===== config.mk =====
export PLATFORM = sky130hd
export DESIGN_NAME = nmea_sentence_framer_unit
export DESIGN_NICKNAME = d
export VERILOG_FILES = /design/src/hdl/nsf_pkg.sv /design/src/hdl/nmea_sentence_framer_unit.sv
export VERILOG_INCLUDE_DIRS = /design/src /design/src/hdl
export SDC_FILE = /design/constraint.sdc
export NUM_CORES = 1
export LEC_CHECK = 0
export BUFFER_PORTS_ARGS = -buffer_cell sky130_fd_sc_hd__buf_4
export CELL_PAD_IN_SITES_DETAIL_PLACEMENT = 0
export CELL_PAD_IN_SITES_GLOBAL_PLACEMENT = 1
export CORE_MARGIN = 10
export CORE_UTILIZATION = 44
export CTS_BUF_LIST = sky130_fd_sc_hd__clkbuf_8
export CTS_CLUSTER_DIAMETER = 60
export CTS_CLUSTER_SIZE = 14
export DETAILED_ROUTE_END_ITERATION = 16
export PLACE_DENSITY_LB_ADDON = 0.25
export SYNTH_ARGS = -nofsm -noshare
export SYNTH_HDL_FRONTEND = slang
export SYNTH_SLANG_ARGS = --single-unit

===== constraint.sdc =====
create_clock -name aclk -period 3.15 [get_ports aclk]
set_clock_uncertainty 0.15 [all_clocks]
set_input_delay 0.315 -clock aclk [delete_from_list [all_inputs] [get_ports aclk]]
set_output_delay 0.315 -clock aclk [all_outputs]
set_load 0.02 [all_outputs]

===== src/hdl/nmea_sentence_framer_unit_defines.svh =====
`ifndef NMEA_SENTENCE_FRAMER_UNIT_DEFINES_SVH
`define NMEA_SENTENCE_FRAMER_UNIT_DEFINES_SVH

// Same-cycle check: whenever the antecedent holds, the consequent must hold too.
`define NSF_ASSERT_NOW(lbl, ante, cons, msg) \
    lbl: assert property (@(posedge aclk) disable iff (!aresetn) (ante) |-> (cons)) \
        else $error(msg);

// Next-cycle check: the consequent must hold in the cycle after the antecedent.
`define NSF_ASSERT_NEXT(lbl, ante, cons, msg) \
    lbl: assert property (@(posedge aclk) disable iff (!aresetn) (ante) |=> (cons)) \
        else $error(msg);

`endif


===== src/hdl/nsf_pkg.sv =====
package nsf_pkg;

    // Framing phase of the sentence currently being received.
    typedef enum logic [1:0] {
        PH_HUNT   = 2'd0,
        PH_HEADER = 2'd1,
        PH_BODY   = 2'd2,
        PH_TAIL   = 2'd3
    } phase_t;

    // End status codes carried on end transactions.
    typedef enum logic [1:0] {
        ST_GOOD  = 2'd0,
        ST_BAD   = 2'd1,
        ST_ABORT = 2'd2
    } end_status_t;

    localparam int          KIND_COUNT = 5;
    localparam int          HDR_LEN    = 7;
    localparam logic [7:0]  XOR_SEED   = 8'h0E;
    localparam logic [7:0]  CH_DOLLAR  = 8'h24;
    localparam logic [7:0]  CH_COMMA   = 8'h2C;
    localparam logic [7:0]  CH_STAR    = 8'h2A;
    localparam logic [7:0]  CH_NEWLINE = 8'h0A;

    // Header strings, one row per sentence kind in kind-code order.
    localparam logic [7:0] HDR_TAB [0:KIND_COUNT-1][0:HDR_LEN-1] = '{
        '{8'h24, 8'h47, 8'h4E, 8'h52, 8'h4D, 8'h43, 8'h2C},  // $GNRMC,
        '{8'h24, 8'h47, 8'h4E, 8'h47, 8'h47, 8'h41, 8'h2C},  // $GNGGA,
        '{8'h24, 8'h47, 8'h4E, 8'h47, 8'h53, 8'h41, 8'h2C},  // $GNGSA,
        '{8'h24, 8'h47, 8'h50, 8'h47, 8'h53, 8'h56, 8'h2C},  // $GPGSV,
        '{8'h24, 8'h47, 8'h4C, 8'h47, 8'h53, 8'h56, 8'h2C}   // $GLGSV,
    };

    // True for 0-9, A-F and a-f.
    function automatic logic hex_digit(input logic [7:0] c);
        return (c >= 8'h30 && c <= 8'h39) || (c >= 8'h41 && c <= 8'h46) ||
               (c >= 8'h61 && c <= 8'h66);
    endfunction

    // Nibble value of a hex digit; zero for anything else.
    function automatic logic [3:0] hex_value(input logic [7:0] c);
        logic [7:0] v;
        v = 8'h00;
        if (c >= 8'h30 && c <= 8'h39) begin
            v = c - 8'h30;
        end else if (c >= 8'h41 && c <= 8'h46) begin
            v = c - 8'h37;
        end else if (c >= 8'h61 && c <= 8'h66) begin
            v = c - 8'h57;
        end
        return v[3:0];
    endfunction

endpackage


===== src/hdl/nmea_sentence_framer_unit.sv =====
// Channel   Dir  Width   Contents
// s_axis    in   8       tdata: received serial byte
// m_axis    out  16+3+1  tdata: field number, field char, end status; tuser: kind; tlast: end
//
// One byte per clock is accepted while m_axis is not stalled; a byte that yields a result
// raises m_axis_tvalid once its result is in the result register. The byte lands in an input
// register, the framing logic evaluates it in one pass and writes the result register together
// with the framing state. aresetn (synchronous, active low) returns framing to hunting for '$'
// and empties both registers. A stalled m_axis holds the result; the input register keeps one
// byte, so s_axis_tready drops only when both registers are full and the output is stalled.
module nmea_sentence_framer_unit
    import nsf_pkg::*;
#(
    parameter int MAX_LEN    = 256,
    parameter int MAX_FIELDS = 32
) (
    input  logic        aclk,
    input  logic        aresetn,
    input  logic        s_axis_tvalid,
    output logic        s_axis_tready,
    input  logic [7:0]  s_axis_tdata,   // [7:0] rx_byte
    output logic        m_axis_tvalid,
    input  logic        m_axis_tready,
    output logic [15:0] m_axis_tdata,   // [4:0] field_number, [12:5] field_char,
                                        // [14:13] end_status, [15] zero
    output logic [2:0]  m_axis_tuser,   // [2:0] sentence_kind
    output logic        m_axis_tlast    // is_end
);

    `include "nmea_sentence_framer_unit_defines.svh"

    localparam int LW = $clog2(MAX_LEN + 1);
    localparam int FW = $clog2(MAX_FIELDS);
    localparam logic [LW-1:0] LEN_LIMIT   = LW'(MAX_LEN);
    localparam logic [FW:0]   FIELD_LIMIT = (FW + 1)'(MAX_FIELDS);

    // Input register.
    logic        in_valid_reg, in_valid_next;
    logic [7:0]  in_byte_reg;

    // Framing state.
    phase_t      phase_reg, phase_next;
    logic [2:0]  header_pos_reg, header_pos_next;
    logic [KIND_COUNT-1:0] cand_reg, cand_next;
    logic [2:0]  kind_reg, kind_next;
    logic [7:0]  xor_reg, xor_next;
    logic [FW-1:0] field_count_reg, field_count_next;
    logic [LW-1:0] length_reg, length_next;
    logic [23:0] tail_reg, tail_next;

    // Result register.
    logic        out_valid_reg, out_valid_next;
    logic [2:0]  out_kind_reg, out_kind_next;
    logic [4:0]  out_field_reg, out_field_next;
    logic [7:0]  out_char_reg, out_char_next;
    logic        out_end_reg, out_end_next;
    end_status_t out_status_reg, out_status_next;

    logic        advance;
    logic        start;
    logic        res_valid;
    logic [KIND_COUNT-1:0] match;
    logic        sum_ok;

    // The input register moves on when the result register can take its outcome.
    assign advance       = in_valid_reg && (!out_valid_reg || m_axis_tready);
    assign s_axis_tready = !in_valid_reg || advance;

    assign m_axis_tvalid = out_valid_reg;
    assign m_axis_tdata  = {1'b0, out_status_reg, out_char_reg, out_field_reg};
    assign m_axis_tuser  = out_kind_reg;
    assign m_axis_tlast  = out_end_reg;

    // Checksum comparison against the two hex digits that precede the byte before the newline.
    assign sum_ok = hex_digit(tail_reg[23:16]) && hex_digit(tail_reg[15:8]) &&
                    !hex_digit(tail_reg[7:0]) &&
                    ({hex_value(tail_reg[23:16]), hex_value(tail_reg[15:8])} == xor_reg);

    // Header byte compare against every sentence kind at the current position.
    always_comb begin
        match = '0;
        for (int k = 0; k < KIND_COUNT; k++) begin
            if (header_pos_reg < 3'(HDR_LEN)) begin
                match[k] = (HDR_TAB[k][header_pos_reg] == in_byte_reg);
            end
        end
    end

    // Framing next state and result.
    always_comb begin
        phase_next       = phase_reg;
        header_pos_next  = header_pos_reg;
        cand_next        = cand_reg;
        kind_next        = kind_reg;
        xor_next         = xor_reg;
        field_count_next = field_count_reg;
        length_next      = length_reg;
        tail_next        = tail_reg;
        start            = 1'b0;
        res_valid        = 1'b0;
        out_char_next    = 8'h00;
        out_end_next     = 1'b0;
        out_status_next  = ST_GOOD;

        if (advance) begin
            unique case (phase_reg)
                PH_HUNT: begin
                    start = (in_byte_reg == CH_DOLLAR);
                end
                PH_HEADER: begin
                    if (in_byte_reg == CH_DOLLAR) begin
                        start = 1'b1;
                    end else if (header_pos_reg >= 3'(HDR_LEN)) begin
                        phase_next = PH_HUNT;
                    end else begin
                        length_next = LW'(length_reg + 1'b1);
                        cand_next   = cand_reg & match;
                        if ((cand_reg & match) == '0) begin
                            phase_next = PH_HUNT;
                        end else begin
                            xor_next        = xor_reg ^ in_byte_reg;
                            header_pos_next = 3'(header_pos_reg + 1'b1);
                            if (header_pos_reg == 3'(HDR_LEN - 1)) begin
                                // Lowest surviving candidate names the kind.
                                for (int k = KIND_COUNT - 1; k >= 0; k--) begin
                                    if (cand_reg[k] && match[k]) begin
                                        kind_next = 3'(k);
                                    end
                                end
                                field_count_next = '0;
                                phase_next       = PH_BODY;
                            end
                        end
                    end
                end
                PH_BODY, PH_TAIL: begin
                    if (in_byte_reg == CH_DOLLAR) begin
                        res_valid       = 1'b1;
                        out_end_next    = 1'b1;
                        out_status_next = ST_ABORT;
                        start           = 1'b1;
                    end else if (length_reg >= LEN_LIMIT) begin
                        res_valid       = 1'b1;
                        out_end_next    = 1'b1;
                        out_status_next = ST_ABORT;
                        phase_next      = PH_HUNT;
                    end else begin
                        length_next = LW'(length_reg + 1'b1);
                        if (phase_reg == PH_BODY) begin
                            xor_next = xor_reg ^ in_byte_reg;
                            if (in_byte_reg == CH_COMMA) begin
                                if ({1'b0, field_count_reg} + 1'b1 >= FIELD_LIMIT) begin
                                    res_valid       = 1'b1;
                                    out_end_next    = 1'b1;
                                    out_status_next = ST_BAD;
                                    phase_next      = PH_HUNT;
                                end else begin
                                    field_count_next = FW'(field_count_reg + 1'b1);
                                end
                            end else if (in_byte_reg == CH_STAR) begin
                                phase_next = PH_TAIL;
                                tail_next  = '0;
                            end else begin
                                res_valid     = 1'b1;
                                out_char_next = in_byte_reg;
                            end
                        end else if (in_byte_reg == CH_NEWLINE) begin
                            res_valid       = 1'b1;
                            out_end_next    = 1'b1;
                            out_status_next = sum_ok ? ST_GOOD : ST_BAD;
                            phase_next      = PH_HUNT;
                        end else begin
                            tail_next = {tail_reg[15:0], in_byte_reg};
                        end
                    end
                end
                default: begin
                    phase_next = PH_HUNT;
                end
            endcase
        end

        // A '$' opens a new sentence with the dollar already counted.
        if (start) begin
            phase_next       = PH_HEADER;
            header_pos_next  = 3'd1;
            cand_next        = '1;
            xor_next         = XOR_SEED ^ CH_DOLLAR;
            length_next      = LW'(1);
            field_count_next = '0;
            tail_next        = '0;
        end

        // Results are tagged with the kind and field before this byte's update.
        out_kind_next  = kind_reg;
        out_field_next = 5'(field_count_reg);

        // Input register: a taken byte refills it, otherwise it empties on advance.
        in_valid_next = in_valid_reg;
        if (s_axis_tvalid && s_axis_tready) begin
            in_valid_next = 1'b1;
        end else if (advance) begin
            in_valid_next = 1'b0;
        end

        // Result register: loaded on advance, emptied when taken.
        out_valid_next = out_valid_reg;
        if (advance) begin
            out_valid_next = res_valid;
        end else if (m_axis_tready) begin
            out_valid_next = 1'b0;
        end
    end

    // Control state with reset.
    always_ff @(posedge aclk) begin
        if (!aresetn) begin
            in_valid_reg    <= 1'b0;
            out_valid_reg   <= 1'b0;
            phase_reg       <= PH_HUNT;
            header_pos_reg  <= 3'd0;
            cand_reg        <= '1;
            kind_reg        <= 3'd0;
            xor_reg         <= 8'h00;
            field_count_reg <= '0;
            length_reg      <= '0;
            tail_reg        <= '0;
        end else begin
            in_valid_reg    <= in_valid_next;
            out_valid_reg   <= out_valid_next;
            phase_reg       <= phase_next;
            header_pos_reg  <= header_pos_next;
            cand_reg        <= cand_next;
            kind_reg        <= kind_next;
            xor_reg         <= xor_next;
            field_count_reg <= field_count_next;
            length_reg      <= length_next;
            tail_reg        <= tail_next;
        end
    end

    // Payload registers.
    always_ff @(posedge aclk) begin
        if (s_axis_tvalid && s_axis_tready) begin
            in_byte_reg <= s_axis_tdata;
        end
        if (advance) begin
            out_kind_reg   <= out_kind_next;
            out_field_reg  <= out_field_next;
            out_char_reg   <= out_char_next;
            out_end_reg    <= out_end_next;
            out_status_reg <= out_status_next;
        end
    end

    // Field characters always carry a good status and are never a dollar, and kinds stay in range.
    `NSF_ASSERT_NOW(a_char_status, m_axis_tvalid && !m_axis_tlast,
        m_axis_tdata[14:13] == ST_GOOD && m_axis_tdata[12:5] != CH_DOLLAR,
        "field character with end status or a dollar")
    `NSF_ASSERT_NOW(a_kind_range, m_axis_tvalid, m_axis_tuser < 3'(KIND_COUNT),
        "sentence kind out of range")
    // Counters never pass their limits.
    `NSF_ASSERT_NOW(a_limits, 1'b1,
        length_reg <= LEN_LIMIT && (FW + 1)'(field_count_reg) < FIELD_LIMIT,
        "length or field counter past its limit")
    // A byte that cannot advance is kept in the input register.
    `NSF_ASSERT_NEXT(a_in_hold, in_valid_reg && !advance,
        in_valid_reg && $stable(in_byte_reg), "input byte lost while stalled")

endmodule

==> parameters.txt <==
Parameter                              Value

Setup path
  Setup crit end ... xor_reg[1]
  Destination of the worst register-to-register timing path ... xor_reg[1]
  Origin of the critical flop-to-flop path ... header_pos_reg[0]
  Kind of launch point of the worst setup path ... flop
  R2r setup slk ... 0.21 ns
  Data arrival time at the worst-slack endpoint ... roughly 3.1 ns
  Data required time at the worst endpoint ... roughly 3.3 ns
  Timing startpoint of the critical path ... header_pos_reg[0]
  FF-to-FF path depth ... 10
  Critical path start-end classification ... reg2reg
  Critical Path Fanout Max ... 8
  Kind of end point of the critical path ... flop

Route
  Average wire length per cell after detail routing ... ~16 um
  1st-pass router iterations ... 5
  Vias/cell ... 5.48
  Antenna Nets Post-Route ... 0
  Vias post-DR ... 4,008
  Initial DRC count ... around 340
  Number of design rule violations left after detail routing ... 0
  Routed WL ... 11,800 um

Yosys
  Average footprint of a synthesized cell ... 9.09 sq um
  Count of yosys warnings during synthesis ... 0
  Share of synthesized registers carrying an async set or reset ... 0
  Synth Flop Type ... sky130_fd_sc_hd__dfxtp_1
  Mapped Area ... 4860 sq um
  FF+latch count, synth ... 88
  Cell taking the most area after synthesis ... sky130_fd_sc_hd__dfxtp_1
  Portion of synthesized cell area occupied by the leading cell type ... 0.251
  Sequential fraction of the synthesis area ... 0.418
  Number of enable flip-flop cells after synthesis ... 27
  Synthesized Nets ... 568
  Top post-synthesis cells by area ... sky130_fd_sc_hd__dfxtp_1, sky130_fd_sc_hd__edfxtp_1, sky130_fd_sc_hd__ha_1
  Count of different cell masters after synthesis ... 65
  Gate count of the mapped netlist ... 535

Clocking
  Register clock-pin slew on the reported worst setup and hold paths ... 0.09 ns
  Clock tree from TritonCTS ... yes
  CTS Root Cell ... sky130_fd_sc_hd__clkbuf_8
  Number of CTS-inserted buffers ... 9
  CTS Sinks ... 88
  Clock latency reported for the late side of the worst-skew pair ... 0.36 ns
  Htree depth ... 3
  Maximum buffer depth of the clock tree ... 2

Cells and area
  Post-route cell area ... 5670 sq um
  Number of diodes added for antenna fixing ... 0
  Flip-flop count of the largest register, all copies and words added ... 24
  Synth-to-layout area growth ... 16.6%
  Number of fill cells in the layout ... 992
  Net count of the finished layout ... around 620
  Layout cells sized above 1 ... 0.156
  Share of the core filled with cells in the final layout ... 0.523

Power
  Total Power ... roughly 2100 uW
  Areal power density over the cells ... 369 nW/um^2
  Leakage ... 0.00212 uW
  Largest voltage drop on the vdd net ... 0.173 mV

Worst hold path
  Worst min-delay path category ... in2reg

STA
  Transition time at the pin with the least slew margin ... 0.716 ns
  Final setup TNS ... 0 ns
  Final Max Tran Viols ... 0
  Count of endpoints failing setup in the final report ... 0
  Unrepaired setup endpoints after global routing ... false
  Relative slew slack ... 0.519
  Shortest clock period the worst path allows after layout ... 2.94 ns
  Min Hold Slack ... 0.0544 ns
  Number of failing hold endpoints at the final stage ... 0
  Share of the clock period used by the worst path ... 0.933
  Highest achievable clock rate ... 340 MHz

Die
  Area of the die ... 15,700 sq um
  Initial Util ... 0.448
  Height of the die ... 125 um
  Boundary Pins ... 34
  Chip width ... 125 um
  Total core area ... 10,800 sq um
  Num rows ... 38

GRT
  Global-route total usage across every layer ... 0.149
  Largest net degree at the start of global routing ... 40
  Initial antenna violation count ... 0
  Vias in the first global route ... 3,829
  Grt ovf ... 0
  Global-route wire length before repair ... approximately 20,000 um

Run
  Maximum capacitance violations ... 0

Placement
  DP Wirelength ... 8530 um
  Global placer's final weighted congestion ... 0.884
  Cell area after placement ... 5390 sq um
  Number of buffer cells added on primary ports ... 32

Outcome
  Result of the run ... completed
layout by cell type (no fill, tap or decap), types with 15 or more instances in the layout:
cell type	count
sky130_fd_sc_hd__a22oi_1	25
sky130_fd_sc_hd__a21oi_1	30
sky130_fd_sc_hd__nor2_1	60
sky130_fd_sc_hd__xor2_1	17
sky130_fd_sc_hd__inv_1	15
sky130_fd_sc_hd__nand3_1	19
sky130_fd_sc_hd__o21ai_0	20
sky130_fd_sc_hd__dfxtp_1	59
sky130_fd_sc_hd__ha_1	21
sky130_fd_sc_hd__edfxtp_1	27
sky130_fd_sc_hd__nand2_1	41
sky130_fd_sc_hd__buf_4	59
synth_stat cells, drive strengths merged, types with 9 or more instances:
cell type,instances
buf,14
a22oi,25
nand2b,9
and3,9
mux2i,9
clkbuf,16
nand2,41
edfxtp,27
nor2b,9
xor2,17
and2,13
nand3,19
inv,16
o21ai,29
dfxtp,61
a21oi,30
nor3,12
ha,21
xnor2,12
nor2,60
cells by family (layout without fill, tap and decap cells):
group                    Yosys count  after routing  share of synthesized area
multiplexers                       9              9                     0.0185
other                              1              1                   0.000771
adder cells (fa/ha/maj)           21             21                     0.0541
buffers and inverters             47            103                     0.0443
flip-flops                        88             88                      0.418
AND/OR/NAND/NOR                  209            209                      0.223
XOR/XNOR                          29             29                     0.0523
AO/OA/AOI/OAI                    131            131                      0.189
worst min path at each step:
stage	endpoint	slack (ns)	start	cells past startpoint
after floorplan	m_axis_tuser[1]	0.26	kind_reg[1]	0
after global placement	m_axis_tuser[0]	0.27	kind_reg[0]	0
after detailed placement	m_axis_tuser[2]	0.28	kind_reg[2]	0
after CTS	in_valid_reg	0.05	s_axis_tvalid	3
after global routing	in_valid_reg	0.07	s_axis_tvalid	3
final	in_valid_reg	0.05	s_axis_tvalid	3
layer usage:
| layer | vias up | wire, um | global-route usage |
|---|---|---|---|
| li1 | 2015 | - | - |
| met1 | 1891 | 5800 | 0.212 |
| met2 | 88 | 5310 | 0.221 |
| met3 | 14 | 503 | 0.0266 |
| met4 | 0 | 168 | 0.0549 |
| met5 | - | 0 | 0 |
stage by stage:
stage               setup slack [ns]  cells
floorplan                     0.0101    535
global placement               0.219    706
detailed placement             0.127    706
CTS                            0.111    730
global route                 0.00200    731
finish                         0.211    731
where the power goes:
| part | switching, uW | internal [uW] | total [uW] |
|---|---|---|---|
| registers | 13.6 | 1180 | 1190 |
| logic | 79.1 | 58.4 | 137 |
| clock network | 401 | 360 | 761 |
| total | 494 | 1600 | 2090 |
worst max-delay path, stage by stage, from the launching register on:
cell and delay [ns]:
sky130_fd_sc_hd__dfxtp_2 0.32, sky130_fd_sc_hd__inv_1 0.16, sky130_fd_sc_hd__ha_1 0.31, sky130_fd_sc_hd__nor2b_1 0.21
sky130_fd_sc_hd__nor3_1 0.08, sky130_fd_sc_hd__nor4_2 0.41, sky130_fd_sc_hd__nand3_1 0.19, sky130_fd_sc_hd__and4_4 0.29
sky130_fd_sc_hd__a211oi_4 0.30, sky130_fd_sc_hd__o21ai_0 0.12, sky130_fd_sc_hd__a32o_1 0.30
layout make-up:
class,count,area [sq um],area share
clock buffer,9,124,0.0219
sequential,88,2030,0.359
clock inverter,7,62.6,0.0110
timing repair buffer,70,583,0.103
multi-input combinational,400,2620,0.463
tap,140,175,0.0309
inverter,17,63.8,0.0113
repair_timing:
item,CTS,global route
hold buffers,8,0
buffers inserted,0,1
endpoints found under the setup margin,0,13
hold endpoints to repair,8,0
resized for setup,0,1
(Power assumes the default switching activity.)
